==> src/design/dst_pkg.sv <==
// Shared constants and types for the dedup set table.
package dst_pkg;

    localparam int CAPACITY    = 16;
    localparam int VALUE_WIDTH = 32;

    localparam int DATA_W  = 32;
    localparam int IDX_W   = 4;
    localparam int STORE_W = (VALUE_WIDTH < DATA_W) ? VALUE_WIDTH : DATA_W;
    localparam int CNT_W   = $clog2(CAPACITY + 1);
    localparam int ADDR_W  = $clog2(CAPACITY);
    localparam int CMP_W   = (CNT_W > IDX_W) ? CNT_W : IDX_W;
    localparam int ECNT_W  = 5;

    localparam logic [1:0] OP_ADD    = 2'd0;
    localparam logic [1:0] OP_REMOVE = 2'd1;
    localparam logic [1:0] OP_READ   = 2'd2;

    typedef enum logic [1:0] {
        STAT_OK     = 2'd0,
        STAT_DUP    = 2'd1,
        STAT_FULL   = 2'd2,
        STAT_BADIDX = 2'd3
    } status_t;

    typedef enum logic [2:0] {
        S_IDLE,
        S_SCAN,
        S_SHIFT,
        S_RDWAIT,
        S_DONE
    } state_t;

    typedef struct packed {
        logic [DATA_W-1:0] read_value;
        logic [ECNT_W-1:0] entry_count;
        logic              is_empty;
        status_t           status;
    } res_t;

endpackage

==> src/design/dst_ram.sv <==
// Generic simple dual-port RAM with registered read.
module dst_ram #(
    parameter int WIDTH = 32,
    parameter int DEPTH = 16
) (
    input  logic                     clk,
    input  logic                     we,
    input  logic [$clog2(DEPTH)-1:0] waddr,
    input  logic [WIDTH-1:0]         wdata,
    input  logic                     re,
    input  logic [$clog2(DEPTH)-1:0] raddr,
    output logic [WIDTH-1:0]         rdata
);

    logic [WIDTH-1:0] mem [DEPTH];
    logic [WIDTH-1:0] rdata_reg;

    always_ff @(posedge clk)
    begin
        if (we)
        begin
            mem[waddr] <= wdata;
        end
        if (re)
        begin
            rdata_reg <= mem[raddr];
        end
    end

    assign rdata = rdata_reg;

endmodule

==> src/design/dst_engine.sv <==
// Sequencer: duplicate scan, shift-down remove and indexed read over the entry RAM.
module dst_engine import dst_pkg::*; (
    input  logic               clk,
    input  logic               rst_n,
    input  logic               in_valid,
    output logic               in_ready,
    input  logic [1:0]         in_op,
    input  logic [DATA_W-1:0]  in_value,
    input  logic [IDX_W-1:0]   in_index,
    input  logic               slot_free,
    output logic               res_valid,
    output res_t               res,
    output logic               ram_we,
    output logic [ADDR_W-1:0]  ram_waddr,
    output logic [STORE_W-1:0] ram_wdata,
    output logic               ram_re,
    output logic [ADDR_W-1:0]  ram_raddr,
    input  logic [STORE_W-1:0] ram_rdata
);

    state_t             state_reg, state_next;
    logic [CNT_W-1:0]   count_reg, count_next;
    logic [CNT_W-1:0]   ptr_reg, ptr_next;
    logic [STORE_W-1:0] val_reg, val_next;
    logic [STORE_W-1:0] rd_reg, rd_next;
    status_t            stat_reg, stat_next;

    logic [STORE_W-1:0] v_in;
    logic [CNT_W-1:0]   idx_c;
    logic               idx_ok;
    logic               idx_last;
    logic               is_full;
    logic               scan_hit;
    logic               scan_end;
    logic               shift_last;

    assign v_in       = STORE_W'(in_value);
    assign idx_c      = CNT_W'(in_index);
    assign idx_ok     = CMP_W'(in_index) < CMP_W'(count_reg);
    assign idx_last   = idx_c == (count_reg - CNT_W'(1));
    assign is_full    = count_reg == CNT_W'(CAPACITY);
    assign scan_hit   = ram_rdata == val_reg;
    assign scan_end   = ptr_reg == count_reg;
    assign shift_last = ptr_reg == (count_reg - CNT_W'(1));

    always_ff @(posedge clk or negedge rst_n)
    begin
        if (!rst_n)
        begin
            state_reg <= S_IDLE;
            count_reg <= '0;
        end
        else
        begin
            state_reg <= state_next;
            count_reg <= count_next;
        end
    end

    always_ff @(posedge clk)
    begin
        ptr_reg  <= ptr_next;
        val_reg  <= val_next;
        rd_reg   <= rd_next;
        stat_reg <= stat_next;
    end

    // next state and datapath
    always_comb
    begin
        state_next = state_reg;
        count_next = count_reg;
        ptr_next   = ptr_reg;
        val_next   = val_reg;
        rd_next    = rd_reg;
        stat_next  = stat_reg;
        case (state_reg)
            S_IDLE:
            begin
                if (in_valid)
                begin
                    val_next   = v_in;
                    rd_next    = '0;
                    stat_next  = STAT_OK;
                    state_next = S_DONE;
                    case (in_op)
                        OP_ADD:
                        begin
                            if (count_reg == '0)
                            begin
                                count_next = CNT_W'(1);
                            end
                            else
                            begin
                                ptr_next   = CNT_W'(1);
                                state_next = S_SCAN;
                            end
                        end
                        OP_REMOVE:
                        begin
                            if (!idx_ok)
                            begin
                                stat_next = STAT_BADIDX;
                            end
                            else if (idx_last)
                            begin
                                count_next = count_reg - CNT_W'(1);
                            end
                            else
                            begin
                                ptr_next   = idx_c + CNT_W'(1);
                                state_next = S_SHIFT;
                            end
                        end
                        OP_READ:
                        begin
                            if (idx_ok)
                            begin
                                state_next = S_RDWAIT;
                            end
                            else
                            begin
                                stat_next = STAT_BADIDX;
                            end
                        end
                        default:
                        begin
                            stat_next = STAT_BADIDX;
                        end
                    endcase
                end
            end
            S_SCAN:
            begin
                if (scan_hit)
                begin
                    stat_next  = STAT_DUP;
                    state_next = S_DONE;
                end
                else if (scan_end)
                begin
                    state_next = S_DONE;
                    if (is_full)
                    begin
                        stat_next = STAT_FULL;
                    end
                    else
                    begin
                        count_next = count_reg + CNT_W'(1);
                    end
                end
                else
                begin
                    ptr_next = ptr_reg + CNT_W'(1);
                end
            end
            S_SHIFT:
            begin
                if (shift_last)
                begin
                    count_next = count_reg - CNT_W'(1);
                    state_next = S_DONE;
                end
                else
                begin
                    ptr_next = ptr_reg + CNT_W'(1);
                end
            end
            S_RDWAIT:
            begin
                rd_next    = ram_rdata;
                state_next = S_DONE;
            end
            S_DONE:
            begin
                if (slot_free)
                begin
                    state_next = S_IDLE;
                end
            end
            default:
            begin
                state_next = S_IDLE;
            end
        endcase
    end

    // outputs and RAM control
    always_comb
    begin
        in_ready  = 1'b0;
        res_valid = 1'b0;
        ram_we    = 1'b0;
        ram_waddr = '0;
        ram_wdata = val_reg;
        ram_re    = 1'b0;
        ram_raddr = '0;
        case (state_reg)
            S_IDLE:
            begin
                in_ready = 1'b1;
                if (in_valid)
                begin
                    case (in_op)
                        OP_ADD:
                        begin
                            if (count_reg == '0)
                            begin
                                ram_we    = 1'b1;
                                ram_waddr = '0;
                                ram_wdata = v_in;
                            end
                            else
                            begin
                                ram_re    = 1'b1;
                                ram_raddr = '0;
                            end
                        end
                        OP_REMOVE:
                        begin
                            if (idx_ok && !idx_last)
                            begin
                                ram_re    = 1'b1;
                                ram_raddr = ADDR_W'(idx_c + CNT_W'(1));
                            end
                        end
                        OP_READ:
                        begin
                            if (idx_ok)
                            begin
                                ram_re    = 1'b1;
                                ram_raddr = ADDR_W'(in_index);
                            end
                        end
                        default:
                        begin
                            ram_re = 1'b0;
                        end
                    endcase
                end
            end
            S_SCAN:
            begin
                if (!scan_hit && scan_end && !is_full)
                begin
                    ram_we    = 1'b1;
                    ram_waddr = ADDR_W'(count_reg);
                    ram_wdata = val_reg;
                end
                else if (!scan_hit && !scan_end)
                begin
                    ram_re    = 1'b1;
                    ram_raddr = ADDR_W'(ptr_reg);
                end
            end
            S_SHIFT:
            begin
                ram_we    = 1'b1;
                ram_waddr = ADDR_W'(ptr_reg - CNT_W'(1));
                ram_wdata = ram_rdata;
                if (!shift_last)
                begin
                    ram_re    = 1'b1;
                    ram_raddr = ADDR_W'(ptr_reg + CNT_W'(1));
                end
            end
            S_DONE:
            begin
                res_valid = slot_free;
            end
            default:
            begin
                res_valid = 1'b0;
            end
        endcase
    end

    assign res.read_value  = DATA_W'(rd_reg);
    assign res.entry_count = ECNT_W'(count_reg);
    assign res.is_empty    = count_reg == '0;
    assign res.status      = stat_reg;

endmodule

==> src/design/dedup_set_table_top.sv <==
// Top level of the dedup set table: entry RAM, sequencer and result register.
//
//  channel | dir | tdata (low bit up)                               | tuser
//  s_*     | in  | value[31:0], index[35:32], zero pad             | opcode[1:0]
//  m_*     | out | read_value[31:0], entry_count[36:32],            | -
//          |     | is_empty[37], status[39:38]                      |
//
// Transactions are all bound by the single RAM read port: add scans the stored
// entries for a duplicate and stops at a match; remove shifts the entries above
// the index down; read waits on the registered RAM read.
// Reset clears the count, sequencer state and output valid only; entries are never read before written, no sweep.
// A result waits in the output register; the next transaction is taken meanwhile,
// and the sequencer holds its finished result only while that register stays full.
module dedup_set_table_top import dst_pkg::*; (
    input  logic        clk,
    input  logic        rst_n,
    input  logic        s_tvalid,
    output logic        s_tready,
    input  logic [39:0] s_tdata,   // value[31:0], index[35:32]
    input  logic [1:0]  s_tuser,   // opcode[1:0]
    output logic        m_tvalid,
    input  logic        m_tready,
    output logic [39:0] m_tdata    // read_value, entry_count, is_empty, status
);

    logic               slot_free;
    logic               res_valid;
    res_t               res;
    logic               ram_we;
    logic [ADDR_W-1:0]  ram_waddr;
    logic [STORE_W-1:0] ram_wdata;
    logic               ram_re;
    logic [ADDR_W-1:0]  ram_raddr;
    logic [STORE_W-1:0] ram_rdata;

    logic               m_valid_reg, m_valid_next;
    res_t               m_res_reg;

    dst_engine u_engine (
        .clk       (clk),
        .rst_n     (rst_n),
        .in_valid  (s_tvalid),
        .in_ready  (s_tready),
        .in_op     (s_tuser),
        .in_value  (s_tdata[31:0]),
        .in_index  (s_tdata[35:32]),
        .slot_free (slot_free),
        .res_valid (res_valid),
        .res       (res),
        .ram_we    (ram_we),
        .ram_waddr (ram_waddr),
        .ram_wdata (ram_wdata),
        .ram_re    (ram_re),
        .ram_raddr (ram_raddr),
        .ram_rdata (ram_rdata)
    );

    dst_ram #(
        .WIDTH (STORE_W),
        .DEPTH (CAPACITY)
    ) u_ram (
        .clk   (clk),
        .we    (ram_we),
        .waddr (ram_waddr),
        .wdata (ram_wdata),
        .re    (ram_re),
        .raddr (ram_raddr),
        .rdata (ram_rdata)
    );

    assign slot_free = !m_valid_reg || m_tready;

    always_comb
    begin
        m_valid_next = m_valid_reg;
        if (res_valid)
        begin
            m_valid_next = 1'b1;
        end
        else if (m_tready)
        begin
            m_valid_next = 1'b0;
        end
    end

    always_ff @(posedge clk or negedge rst_n)
    begin
        if (!rst_n)
        begin
            m_valid_reg <= 1'b0;
        end
        else
        begin
            m_valid_reg <= m_valid_next;
        end
    end

    always_ff @(posedge clk)
    begin
        if (res_valid)
        begin
            m_res_reg <= res;
        end
    end

    assign m_tvalid = m_valid_reg;
    assign m_tdata  = {m_res_reg.status, m_res_reg.is_empty,
                       m_res_reg.entry_count, m_res_reg.read_value};

endmodule

==> config.mk <==
export PLATFORM = sky130hd
export DESIGN_NAME = dedup_set_table_top
export DESIGN_NICKNAME = d
export VERILOG_FILES = /design/src/design/dst_pkg.sv /design/src/design/dst_ram.sv /design/src/design/dst_engine.sv /design/src/design/dedup_set_table_top.sv
export SDC_FILE = /design/constraint.sdc
export NUM_CORES = 1
export LEC_CHECK = 0
export BUFFER_PORTS_ARGS = -buffer_cell sky130_fd_sc_hd__buf_2
export CAP_MARGIN = 25
export CORE_UTILIZATION = 55
export DETAILED_ROUTE_END_ITERATION = 8
export GPL_TIMING_DRIVEN = 0
export PLACE_DENSITY = 0.77
export SETUP_SLACK_MARGIN = 0.05
export SLEW_MARGIN = 10
export SYNTH_ARGS = -nofsm -noshare
export SYNTH_HDL_FRONTEND = slang
export SYNTH_SLANG_ARGS = --single-unit
==> constraint.sdc <==
create_clock -name clk -period 8.4 [get_ports clk]
set_input_delay 1.26 -clock clk [delete_from_list [all_inputs] [get_ports clk]]
set_output_delay 1.26 -clock clk [all_outputs]
set_load 0.05 [all_outputs]
==> flow_summary.ini <==
[drt]
wl_per_cell_um = 24.8
drt_iter0_markers = 2288
vias_per_cell = 6.24
final_antenna_net_count = 0
drc = 0
firstDrtPassIters = 6
drt-total-wl_um = 68900
vias = 17300

[timing]
min_period_ns = 5.30
worst_slack_ns = 3.10
relSlewSlack_pct = 30.0
finalSetupViolations = 0
fin_skew_ns = 0.0275
final-hold-violation-count = 0
fin_tns_setup_ns = 0
worst_pin_slew_ns = 1.05
period_share_pct = 63.2
rsz0062_at_grt = false
drv_slew = 0
fmax_mhz = 189

[setup_path]
worst_ep_required_time_ns = 8.67
crit_path_max_fanout = 10
path_class = flop to flop
critPathLaunchType = flop
critPathCaptureType = flop
rr_worst_depth = 10
regToRegSetupSlack_ns = 3.10
crit_end = u_ram.rdata[24]$_DFFE_PP_
crit_start = u_ram.rdata[12]$_DFFE_PP_
worstPathArrival_ns = 5.57
r2r_end = u_ram.rdata[24]$_DFFE_PP_
rr_startpoint = u_ram.rdata[12]$_DFFE_PP_

[placement]
post-place-ws_ns = 2.91
dpl.hpwl_um = 48100
port_buffers = 83
place_congestion = 0.906

[power_and_ir_drop]
p_per_area_nw_per_um2 = 377
ir_drop_mv = 0.201
p_total_uw = 11700
leakagePower_uw = 0.0106

[floorplan]
rows = 80
dieArea_um2 = 50100
num_io_pins = 88
core_area_um2 = 48100
dieWidth_um = 224
die_h_um = 224
start_util_pct = 56.3

[global_routing]
grt_max_degree = 41
antenna_found_initial = 5
grt.total_usage_pct = 28.0
grt_pass1_wl_um = 104000
grt_pass1_vias = 17200
overflow = 0

[logic_synthesis]
syn_area_um2 = 27100
synth.most_common_cell = edfxtp_1
syn_nets = 1958
synth-seq-cells = 664
synth_common_cells = edfxtp_1, nand2_1, a21oi_1
syn_inst = 1899
yosys.area.top_type_share_pct = 72.6
ys_seq_area_share_pct = 73.4
yosys_warnings = 0
async_flop_share_pct = 1.36
yosysUniqueCellTypes = 68
yosys-top-cells-area = edfxtp_1, nand2_1, a21oi_1, a22oi_1, xnor2_1
synth_edf_count = 655
synth_area_per_cell_um2 = 14.3
synth_ff_type = edfxtp_1
yosysTopAreaCell = edfxtp_1

[clock_network]
root_buffer = clkbuf_16
numCtsBuffers = 66
cts_tree = built
clock_sinks = 664
ctsHoldBuffers = 0
post_cts_buffers = 0
cts.path.max_buffers = 3
ctsHtreeMaxLevel = 3
cts_resized = 0
clkLatencyLatePin_ns = 0.60
clkTransAtPathRegs_ns = 0.06

[cells_and_area]
regMostFlops = u_ram.mem
fin_nets = 2129
n_fill_cell = 3260
finish.utilization_pct = 64.3
drive_above_1_share_pct = 14.2
largest_reg_flops = 512
area_growth_pct = 14.3

[min_path]
hold_class = flop to flop

[run_status]
outcome = finished clean

[job]
maxCapViolCount = 0
[metrics by stage]
stage	std cells	area [um2]	hold slack, ns
after floorplan	1899	27100	0.400
after global placement	2638	28300	0.401
after detailed placement	2657	28900	0.406
after CTS	2773	30900	0.405
after global routing	2777	31000	0.412
final	2778	31000	0.410
[critical path: stages (launching register included)]
cell and delay, ns:
edfxtp_1 0.43, xnor2_1 0.48, nand4_1 0.30, nor4_1 0.85, a21oi_2 0.32, a211oi_2 0.92
buf_2 0.45, buf_2 0.34, nand3_1 0.11, a32oi_1 0.46, o311ai_1 0.30
[worst min path at each step]
| stage | start | to | cells past startpoint |
|---|---|---|---|
| finish | u_engine.rd_reg[3]$_SDFFCE_PN0P_ | m_tdata[3]$_DFFE_PP_ | 0 |
| global route | u_engine.rd_reg[3]$_SDFFCE_PN0P_ | m_tdata[3]$_DFFE_PP_ | 0 |
| CTS | u_engine.rd_reg[13]$_SDFFCE_PN0P_ | m_tdata[13]$_DFFE_PP_ | 0 |
| detailed placement | u_engine.rd_reg[9]$_SDFFCE_PN0P_ | m_tdata[9]$_DFFE_PP_ | 0 |
| global placement | u_engine.rd_reg[6]$_SDFFCE_PN0P_ | m_tdata[6]$_DFFE_PP_ | 0 |
| floorplan | u_engine.rd_reg[0]$_SDFFCE_PN0P_ | m_tdata[0]$_DFFE_PP_ | 0 |
[cell usage in the layout (no fill, tap or decap), drive strengths merged, types with 8 or more instances in the layout]
| cell type | n |
|---|---|
| mux2i | 32 |
| nand2b | 10 |
| a22oi | 69 |
| xnor2 | 41 |
| nand4 | 8 |
| a21boi | 33 |
| o21ai | 14 |
| buf | 171 |
| a211o | 35 |
| edfxtp | 655 |
| inv | 13 |
| clkbuf | 135 |
| a32oi | 33 |
| nand2 | 345 |
| a21oi | 205 |
| clkinv | 29 |
| dfrtp | 9 |
| nand3 | 43 |
| ha | 13 |
| xor2 | 11 |
| nor2 | 44 |
| a21o | 32 |
| o311ai | 34 |
| and2 | 35 |
| nor3 | 8 |
[area by class of cell]
cell class | count | area (um2) | share of cell area, %
tap | 656 | 821 | 2.65
buffer | 122 | 643 | 2.08
inverter | 12 | 45.0 | 0.145
multi-input combinational | 1101 | 6640 | 21.4
timing repair buffer | 103 | 886 | 2.86
sequential | 664 | 19900 | 64.3
clock inverter | 35 | 254 | 0.820
clock buffer | 81 | 1770 | 5.72
antenna | 4 | 10.0 | 0.0323
[cells by family after synthesis]
family,Yosys count,synth area share (%)
AO/OA/AOI/OAI,491,12.3
AND/OR/NAND/NOR,512,8.12
flip-flops,664,73.4
XOR/XNOR,52,1.74
buffers and inverters,134,2.54
adder cells (fa/ha/maj),13,0.600
multiplexers,33,1.27
[power by group]
group | leakage [uW] | internal (uW) | total (uW) | switching, uW
Clock | 0.000992 | 1590 | 2790 | 1200
Sequential | 0.00608 | 4630 | 4820 | 188
Combinational | 0.00351 | 1080 | 4070 | 2990
Total | 0.0106 | 7300 | 11700 | 4380
[per-layer routing]
metal	routed length (um)	part of all wire, %	GRT usage (%)
met5	12	0.017	0
met4	2490	3.6	12.0
met3	7890	11	5.84
met2	32600	47	44.8
met1	25900	38	37.5
Power figures use the tool's default switching activity.
